[src/design/aob_pkg.sv]
package aob_pkg;

  // Channel and arithmetic widths.
  localparam int unsigned CHAN_W       = 8;
  localparam int unsigned PROD_W       = 2 * CHAN_W;
  localparam int unsigned NUM_CHAN     = 3;
  localparam int unsigned FULL_ALPHA   = 255;

  // The back end is one numerator stage followed by one restoring
  // division stage per quotient bit.
  localparam int unsigned QUOT_W       = CHAN_W;
  localparam int unsigned BACK_STAGES  = QUOT_W + 1;
  localparam int unsigned BACK_CNT_W   = $clog2(BACK_STAGES + 1);

  // Front end has two pipeline stages.
  localparam int unsigned FRONT_STAGES = 2;
  localparam int unsigned FRONT_CNT_W  = $clog2(FRONT_STAGES + 1);

  // Default queue depths.
  localparam int unsigned MID_DEPTH_DEF = 4;
  localparam int unsigned OUT_DEPTH_DEF = 16;

  localparam logic BLEND_EN_RST = 1'b1;

  typedef struct packed {
    logic [CHAN_W-1:0] red;
    logic [CHAN_W-1:0] green;
    logic [CHAN_W-1:0] blue;
    logic [CHAN_W-1:0] alpha;
  } rgba_t;

  typedef struct packed {
    rgba_t src;
    rgba_t dst;
  } pair_t;

  // A classified job handed from the front end to the back end.
  typedef struct packed {
    logic              copy;
    logic [CHAN_W-1:0] oa;
    logic [CHAN_W-1:0] res_alpha;
    rgba_t             src;
    rgba_t             dst;
  } job_t;

endpackage

[src/design/aob_fifo.sv]
module aob_fifo #(
  parameter int unsigned WIDTH = 8,
  parameter int unsigned DEPTH = 4
) (
  input  logic                       clk,
  input  logic                       rst_n,
  input  logic                       push,
  input  logic [WIDTH-1:0]           wdata,
  input  logic                       pop,
  output logic [WIDTH-1:0]           rdata,
  output logic [$clog2(DEPTH+1)-1:0] count,
  output logic                       full,
  output logic                       empty
);

  localparam int unsigned AW = $clog2(DEPTH);
  localparam int unsigned CW = $clog2(DEPTH + 1);

  logic [WIDTH-1:0] mem_r [0:DEPTH-1];
  logic [AW-1:0]    wr_ptr_r;
  logic [AW-1:0]    rd_ptr_r;
  logic [CW-1:0]    count_r;
  logic [CW-1:0]    count_nxt;

  always_comb begin
    case ({push, pop})
      2'b10:   count_nxt = count_r + CW'(1);
      2'b01:   count_nxt = count_r - CW'(1);
      default: count_nxt = count_r;
    endcase
  end

  always_ff @(posedge clk) begin
    if (!rst_n) begin
      wr_ptr_r <= '0;
      rd_ptr_r <= '0;
      count_r  <= '0;
    end else begin
      if (push) begin
        wr_ptr_r <= wr_ptr_r + AW'(1);
      end
      if (pop) begin
        rd_ptr_r <= rd_ptr_r + AW'(1);
      end
      count_r <= count_nxt;
    end
  end

  always_ff @(posedge clk) begin
    if (push) begin
      mem_r[wr_ptr_r] <= wdata;
    end
  end

  assign rdata = mem_r[rd_ptr_r];
  assign count = count_r;
  assign full  = (count_r == CW'(DEPTH));
  assign empty = (count_r == '0);

endmodule

[src/design/aob_front.sv]
module aob_front (
  input  logic                              clk,
  input  logic                              rst_n,
  input  logic                              blend_enable,
  input  logic                              i_valid,
  input  aob_pkg::pair_t                    i_pair,
  output logic                              o_valid,
  output aob_pkg::job_t                     o_job,
  output logic [aob_pkg::FRONT_CNT_W-1:0]   occupancy
);

  localparam int unsigned CW = aob_pkg::CHAN_W;
  localparam int unsigned PW = aob_pkg::PROD_W;

  // Stage A: sa * da.
  logic                a_valid_r;
  aob_pkg::pair_t      a_pair_r;
  logic                a_en_r;
  logic [PW-1:0]       a_prod_r;

  // Stage B: output alpha and classification.
  logic                b_valid_r;
  aob_pkg::job_t       b_job_r;
  aob_pkg::job_t       b_job_nxt;

  logic [PW+CW-1:0]    scaled;
  logic [CW-1:0]       q_est;
  logic [PW-1:0]       rem;
  logic [CW-1:0]       q_div;
  logic [CW:0]         oa_sum;
  logic [CW-1:0]       oa;

  // floor(p / 255) as (p * 257) >> 16, which is low by at most one.
  always_comb begin
    scaled = {a_prod_r, {CW{1'b0}}} + (PW+CW)'(a_prod_r);
    q_est  = scaled[PW+CW-1:PW];
    rem    = a_prod_r - (PW'({q_est, {CW{1'b0}}}) - PW'(q_est));
    q_div  = (rem >= PW'(aob_pkg::FULL_ALPHA)) ? q_est + CW'(1) : q_est;
    oa_sum = (CW+1)'(a_pair_r.src.alpha) + (CW+1)'(a_pair_r.dst.alpha) - (CW+1)'(q_div);
    oa     = oa_sum[CW-1:0];

    b_job_nxt.src       = a_pair_r.src;
    b_job_nxt.dst       = a_pair_r.dst;
    b_job_nxt.oa        = oa;
    b_job_nxt.copy      = !a_en_r || (oa == '0);
    b_job_nxt.res_alpha = a_en_r ? oa : a_pair_r.src.alpha;
  end

  always_ff @(posedge clk) begin
    if (!rst_n) begin
      a_valid_r <= 1'b0;
      b_valid_r <= 1'b0;
    end else begin
      a_valid_r <= i_valid;
      b_valid_r <= a_valid_r;
    end
  end

  always_ff @(posedge clk) begin
    a_pair_r <= i_pair;
    a_en_r   <= blend_enable;
    a_prod_r <= PW'(i_pair.src.alpha) * PW'(i_pair.dst.alpha);
    b_job_r  <= b_job_nxt;
  end

  assign o_valid   = b_valid_r;
  assign o_job     = b_job_r;
  assign occupancy = aob_pkg::FRONT_CNT_W'(a_valid_r) + aob_pkg::FRONT_CNT_W'(b_valid_r);

endmodule

[src/design/aob_back.sv]
module aob_back (
  input  logic                             clk,
  input  logic                             rst_n,
  input  logic                             i_valid,
  input  aob_pkg::job_t                    i_job,
  output logic                             o_valid,
  output aob_pkg::rgba_t                   o_pix,
  output logic [aob_pkg::BACK_CNT_W-1:0]   inflight
);

  localparam int unsigned CW = aob_pkg::CHAN_W;
  localparam int unsigned PW = aob_pkg::PROD_W;
  localparam int unsigned NC = aob_pkg::NUM_CHAN;
  localparam int unsigned QW = aob_pkg::QUOT_W;
  localparam int unsigned NS = aob_pkg::BACK_STAGES;

  logic [NS-1:0] v_r;
  logic [PW-1:0] rem_r   [0:NS-1][0:NC-1];
  logic [QW-1:0] quot_r  [0:NS-1][0:NC-1];
  logic [CW-1:0] div_r   [0:NS-1];
  logic [CW-1:0] alpha_r [0:NS-1];

  logic [CW-1:0] s_c [0:NC-1];
  logic [CW-1:0] d_c [0:NC-1];
  logic [CW-1:0] w_dst;
  logic [PW-1:0] num_nxt [0:NC-1];
  logic [CW-1:0] div_nxt;

  assign s_c[0] = i_job.src.red;
  assign s_c[1] = i_job.src.green;
  assign s_c[2] = i_job.src.blue;
  assign d_c[0] = i_job.dst.red;
  assign d_c[1] = i_job.dst.green;
  assign d_c[2] = i_job.dst.blue;

  // Numerator stage. A copy job divides the source colour by one.
  always_comb begin
    w_dst   = i_job.oa - i_job.src.alpha;
    div_nxt = i_job.copy ? CW'(1) : i_job.oa;
    for (int k = 0; k < NC; k++) begin
      if (i_job.copy) begin
        num_nxt[k] = PW'(s_c[k]);
      end else begin
        num_nxt[k] = PW'(s_c[k]) * PW'(i_job.src.alpha) + PW'(d_c[k]) * PW'(w_dst);
      end
    end
  end

  always_ff @(posedge clk) begin
    if (!rst_n) begin
      v_r <= '0;
    end else begin
      v_r <= {v_r[NS-2:0], i_valid};
    end
  end

  always_ff @(posedge clk) begin
    div_r[0]   <= div_nxt;
    alpha_r[0] <= i_job.res_alpha;
    for (int k = 0; k < NC; k++) begin
      rem_r[0][k]  <= num_nxt[k];
      quot_r[0][k] <= '0;
    end
  end

  // Restoring division, one quotient bit per stage, most significant first.
  // The numerator is below 256 times the divisor, so eight bits suffice.
  for (genvar g = 1; g < NS; g++) begin : g_div
    localparam int unsigned BIT = QW - g;

    logic [PW-1:0] dsh;
    logic [PW-1:0] rem_nxt  [0:NC-1];
    logic [QW-1:0] quot_nxt [0:NC-1];

    assign dsh = PW'(div_r[g-1]) << BIT;

    always_comb begin
      for (int k = 0; k < NC; k++) begin
        if (rem_r[g-1][k] >= dsh) begin
          rem_nxt[k]  = rem_r[g-1][k] - dsh;
          quot_nxt[k] = quot_r[g-1][k] | (QW'(1) << BIT);
        end else begin
          rem_nxt[k]  = rem_r[g-1][k];
          quot_nxt[k] = quot_r[g-1][k];
        end
      end
    end

    always_ff @(posedge clk) begin
      div_r[g]   <= div_r[g-1];
      alpha_r[g] <= alpha_r[g-1];
      for (int k = 0; k < NC; k++) begin
        rem_r[g][k]  <= rem_nxt[k];
        quot_r[g][k] <= quot_nxt[k];
      end
    end
  end

  assign o_valid     = v_r[NS-1];
  assign o_pix.red   = quot_r[NS-1][0];
  assign o_pix.green = quot_r[NS-1][1];
  assign o_pix.blue  = quot_r[NS-1][2];
  assign o_pix.alpha = alpha_r[NS-1];
  assign inflight    = aob_pkg::BACK_CNT_W'($countones(v_r));

endmodule

[src/design/rgba_alpha_over_blend.sv]
// An accepted input word goes through the front end, the job queue, the back end and the
// result queue before its result shows (out_empty low). Throughput: one word per cycle
// sustained while the result queue is drained; the pipelines never stall, and the rate is
// set only by the queue credits (powers of two, MID_DEPTH 4 or more, OUT_DEPTH above 10).
// Reset (rst_n low at a clock edge) empties both queues and the pipelines
// and sets blend_enable to 1.
module rgba_alpha_over_blend #(
  parameter int unsigned MID_DEPTH = aob_pkg::MID_DEPTH_DEF,
  parameter int unsigned OUT_DEPTH = aob_pkg::OUT_DEPTH_DEF
) (
  input  logic       clk,
  input  logic       rst_n,

  input  logic       in_push,
  output logic       in_full,
  input  logic [7:0] in_src_red,
  input  logic [7:0] in_src_green,
  input  logic [7:0] in_src_blue,
  input  logic [7:0] in_src_alpha,
  input  logic [7:0] in_dst_red,
  input  logic [7:0] in_dst_green,
  input  logic [7:0] in_dst_blue,
  input  logic [7:0] in_dst_alpha,

  output logic       out_empty,
  input  logic       out_pop,
  output logic [7:0] out_red,
  output logic [7:0] out_green,
  output logic [7:0] out_blue,
  output logic [7:0] out_opacity,

  input  logic       cfg_valid,
  output logic       cfg_ready,
  input  logic       cfg_blend_enable
);

  localparam int unsigned MID_CNT_W = $clog2(MID_DEPTH + 1);
  localparam int unsigned OUT_CNT_W = $clog2(OUT_DEPTH + 1);
  localparam int unsigned MID_SUM_W = MID_CNT_W + aob_pkg::FRONT_CNT_W;
  localparam int unsigned OUT_SUM_W = OUT_CNT_W + aob_pkg::BACK_CNT_W;

  // The blend enable register. Writes are always taken; the register is
  // sampled as each word enters the front end.
  logic blend_en_r;

  always_ff @(posedge clk) begin
    if (!rst_n) begin
      blend_en_r <= aob_pkg::BLEND_EN_RST;
    end else if (cfg_valid && cfg_ready) begin
      blend_en_r <= cfg_blend_enable;
    end
  end

  assign cfg_ready = 1'b1;

  // Front end: the alpha product, the division by 255 and the choice
  // between a blend and a plain copy of the source colours.
  aob_pkg::pair_t                   in_pair;
  logic                             in_accept;
  logic                             front_valid;
  aob_pkg::job_t                    front_job;
  logic [aob_pkg::FRONT_CNT_W-1:0]  front_cnt;

  assign in_pair.src.red   = in_src_red;
  assign in_pair.src.green = in_src_green;
  assign in_pair.src.blue  = in_src_blue;
  assign in_pair.src.alpha = in_src_alpha;
  assign in_pair.dst.red   = in_dst_red;
  assign in_pair.dst.green = in_dst_green;
  assign in_pair.dst.blue  = in_dst_blue;
  assign in_pair.dst.alpha = in_dst_alpha;

  assign in_accept = in_push && !in_full;

  aob_front u_front (
    .clk          (clk),
    .rst_n        (rst_n),
    .blend_enable (blend_en_r),
    .i_valid      (in_accept),
    .i_pair       (in_pair),
    .o_valid      (front_valid),
    .o_job        (front_job),
    .occupancy    (front_cnt)
  );

  // The job queue between front and back. The front end takes a word only
  // while every word already in its pipeline is sure of a slot here.
  aob_pkg::job_t         mid_job;
  logic [MID_CNT_W-1:0]  mid_count;
  logic                  mid_full;
  logic                  mid_empty;
  logic                  issue;
  logic [MID_SUM_W-1:0]  mid_load;

  aob_fifo #(
    .WIDTH ($bits(aob_pkg::job_t)),
    .DEPTH (MID_DEPTH)
  ) u_mid_q (
    .clk   (clk),
    .rst_n (rst_n),
    .push  (front_valid),
    .wdata (front_job),
    .pop   (issue),
    .rdata (mid_job),
    .count (mid_count),
    .full  (mid_full),
    .empty (mid_empty)
  );

  assign mid_load = MID_SUM_W'(front_cnt) + MID_SUM_W'(mid_count);
  assign in_full  = (mid_load >= MID_SUM_W'(MID_DEPTH));

  // Back end: the weighted colour numerators and the pipelined divider.
  // A job is issued only when the result queue can hold it together with
  // every word still in the divider.
  logic                            back_valid;
  aob_pkg::rgba_t                  back_pix;
  logic [aob_pkg::BACK_CNT_W-1:0]  back_cnt;
  logic [OUT_CNT_W-1:0]            out_count;
  logic                            out_full;
  logic [OUT_SUM_W-1:0]            out_load;
  aob_pkg::rgba_t                  out_pix;

  assign out_load = OUT_SUM_W'(back_cnt) + OUT_SUM_W'(out_count);
  assign issue    = !mid_empty && (out_load < OUT_SUM_W'(OUT_DEPTH));

  aob_back u_back (
    .clk      (clk),
    .rst_n    (rst_n),
    .i_valid  (issue),
    .i_job    (mid_job),
    .o_valid  (back_valid),
    .o_pix    (back_pix),
    .inflight (back_cnt)
  );

  aob_fifo #(
    .WIDTH ($bits(aob_pkg::rgba_t)),
    .DEPTH (OUT_DEPTH)
  ) u_out_q (
    .clk   (clk),
    .rst_n (rst_n),
    .push  (back_valid),
    .wdata (back_pix),
    .pop   (out_pop && !out_empty),
    .rdata (out_pix),
    .count (out_count),
    .full  (out_full),
    .empty (out_empty)
  );

  assign out_red     = out_pix.red;
  assign out_green   = out_pix.green;
  assign out_blue    = out_pix.blue;
  assign out_opacity = out_pix.alpha;

  // The credit checks must keep both queues from overflowing.
  a_mid_no_overflow: assert property (@(posedge clk) disable iff (!rst_n)
    front_valid |-> !mid_full)
    else $error("job queue written while full");

  a_out_no_overflow: assert property (@(posedge clk) disable iff (!rst_n)
    back_valid |-> !out_full)
    else $error("result queue written while full");

  a_reset_empties: assert property (@(posedge clk)
    !rst_n |=> (out_empty && !in_full))
    else $error("block not empty after reset");

  a_issue_credit: assert property (@(posedge clk) disable iff (!rst_n)
    issue |=> (OUT_SUM_W'(back_cnt) + OUT_SUM_W'(out_count)) <= OUT_SUM_W'(OUT_DEPTH))
    else $error("result credit exceeded");

endmodule

[config.mk]
export PLATFORM = sky130hd
export DESIGN_NAME = rgba_alpha_over_blend
export DESIGN_NICKNAME = d
export VERILOG_FILES = /design/src/design/aob_pkg.sv /design/src/design/aob_fifo.sv /design/src/design/aob_front.sv /design/src/design/aob_back.sv /design/src/design/rgba_alpha_over_blend.sv
export SDC_FILE = /design/constraint.sdc
export NUM_CORES = 2
export LEC_CHECK = 0
export ABC_AREA = 1
export BUFFER_PORTS_ARGS = -buffer_cell sky130_fd_sc_hd__buf_4
export CORE_MARGIN = 4
export CORE_UTILIZATION = 35
export CTS_BUF_LIST = sky130_fd_sc_hd__clkbuf_16
export DETAILED_ROUTE_END_ITERATION = 8
export REMOVE_ABC_BUFFERS = 1
export SLEW_MARGIN = 20
export SYNTH_ARGS = -nofsm -noshare
export SYNTH_HDL_FRONTEND = slang
export SYNTH_HIERARCHICAL = 1
export SYNTH_SLANG_ARGS = --single-unit
[constraint.sdc]
create_clock -name clk -period 8.5 [get_ports clk]
set_clock_uncertainty 0.15 [all_clocks]
set_input_delay 0.85 -clock clk [delete_from_list [all_inputs] [get_ports clk]]
set_output_delay 0.85 -clock clk [all_outputs]
set_load 0.01 [all_outputs]
==> reports/metrics.yaml <==
crit_path_max_fanout: 61
fin_setup_tns_ps: 0
rr_worst_depth: 28
cts.repair.resized: 0
grt_setup_unrepaired: "no"
vias_per_cell: 4.684
drt-pass1-iter-count: 5
report.final.slew_viol_count: 0
syn_inst: 9346
grt-ovfl-total: 0
cp_data_required_time_ps: 9050
core_sq_um: 238700
antenna_found_initial: 3
cpPeakStageDelay_ps: 610
avgSynthCellArea_sq_um: 9.015
clock_path_buffers: 3
timing.setup.critical_path_class: "reg2reg"
grt_max_degree: 223
insertion_delay_ps: 820
ant_nets: 0
placedCellCount: 12418
port_buffers: 103
cts.sinks: 1624
timing.slew.headroom: 0.2880
gp_congestion: 0.8859
ctsRootBufferMaster: "clkbuf_16"
maxCapViolCount: 0
max_freq_mhz: 131.4
grt_pass1_vias: 59447
track_usage: 0.1616
dp_hpwl_um: 144200
ios: 105
fin_cells: 12784
tightest_slew_ps: 1068
yosysWarnings: 6
die_height_um: 498.6
rrSetupSlack_ps: 890
dieArea_sq_um: 248600
outcome: "complete, no violations"
fin_ws_ps: 892.5
syn-cell-area_sq_um: 84260
grt_pass1_wl_um: 323600
area_growth_pct: 11.78
cts_tree: "done"
critPathCapture: "u_back/rem_r[0][47]"
cts_inserted_buffers: 169
timing.rr.end: "u_back/rem_r[0][47]"
arrival_ps: 8160
die_x_um: 498.6
cp-end-kind: "flop"
cp_common_cell: "fa_1"
drc: 0
wl_per_cell_um: 15.89
wirelength_um: 203200
n_fill_cell: 23526
layout-drive-gt1-share: 0.06240
startpoint_type: "flop"
layout.nets: 10393
hold_path_class: "in2reg"
multi_input_area_sq_um: 35650
num_rows: 179
drt_iter0_markers: 3893
initial_core_util: 0.3529
cts.clk_slew.worst_paths_ps: 60
slowest_stage: "dfxtp_4"
cts_max_level: 4
finalCritPeriodShare: 0.8950
finalCriticalPeriod_ps: 7608
finalSetupViolCount: 0
pre_cts_slack_ps: 909.9
regArea_sq_um: 40570
vias: 59874
hold_violations: 0
## registers in the layout, summed over array words and instances, names as in the netlist, named ones only
| signal | count |
|---|---|
| blend_en_r | 1 |
| u_back/alpha_r | 72 |
| u_back/div_r | 64 |
| u_back/quot_r | 108 |
| u_back/rem_r | 384 |
| u_back/v_r | 9 |
| u_front/a_en_r | 1 |
| u_front/a_pair_r | 64 |
| u_front/a_prod_r | 16 |
| u_front/a_valid_r | 1 |
| u_front/o_job | 73 |
| u_front/o_valid | 1 |
| u_mid_q/count | 3 |
| u_mid_q/mem_r | 292 |
| u_mid_q/rd_ptr_r | 2 |
| u_mid_q/wr_ptr_r | 2 |
| u_out_q/count | 5 |
| u_out_q/mem_r | 512 |
| u_out_q/rd_ptr_r | 4 |
| u_out_q/wr_ptr_r | 4 |
## metal layers
layer,share of wire,up-vias,GRT usage
li1,-,29892,-
met1,0.46,28361,0.2165
met2,0.47,1339,0.2719
met3,0.050,282,0.02532
met4,0.026,0,0.04278
met5,0,-,0
## repair_timing
action | in CTS | in global routing
buffers inserted | 0 | 0
hold buffers | 48 | 0
hold endpoints to repair | 48 | 0
## worst min path at each step
stage                     depth (start not counted)                  start                     to  slack [ps]
after floorplan                                   0   u_back/alpha_r[0][2]  u_back/alpha_r[0][10]         160
after global placement                            0   u_front/a_pair_r[19]      u_front/o_job[19]         160
after detailed placement                          0  u_back/alpha_r[0][21]  u_back/alpha_r[0][29]         160
after CTS                                         1        in_dst_alpha[7]    u_front/a_pair_r[7]          30
after global routing                              1        in_dst_alpha[7]    u_front/a_pair_r[7]          40
final                                             1        in_dst_alpha[7]    u_front/a_pair_r[7]         110
## cells in the final DEF, fill, tap and decap left out, types with 172 or more instances in the layout
| cell | instances |
|---|---|
| o21ai_0 | 290 |
| nand3_1 | 562 |
| fa_1 | 359 |
| dfxtp_1 | 814 |
| nand2_1 | 2293 |
| edfxtp_1 | 804 |
| inv_1 | 1732 |
| clkbuf_16 | 172 |
| buf_4 | 180 |
| nor2_1 | 666 |
| ha_1 | 494 |
| a21oi_1 | 319 |
## layout make-up
type                    instances  area share
well taps                    3167     0.04207
clock inverters               145     0.01415
inverters                    1726     0.06900
diodes                          1  0.00002657
flip-flops and latches       1624      0.4308
multi-input cells            5719      0.3785
clock buffers                 172     0.04570
repair buffers                230     0.01978
## metrics by stage
step	area, sq um	hold WS (ps)	utilization
global placement	88050	160.3	0.3688
floorplan	82510	159.6	-
finish	94180	107.6	0.3945
CTS	94180	30.16	0.3945
detailed placement	88060	162.1	0.3688
global route	94180	43.03	0.3945
## critical path, delay by kind of cell, from the launching register on
kind                     cells  cell delay [ps]
flip-flops                   1              610
adder cells (fa/ha/maj)      9             4130
AO/OA/AOI/OAI                3              460
AND/OR/NAND/NOR              9             1560
buffers and inverters        7              580
Power is left out: the tool's default activity adds up to more than one toggle a clock period on the data nets, which glitch-free logic cannot reach.
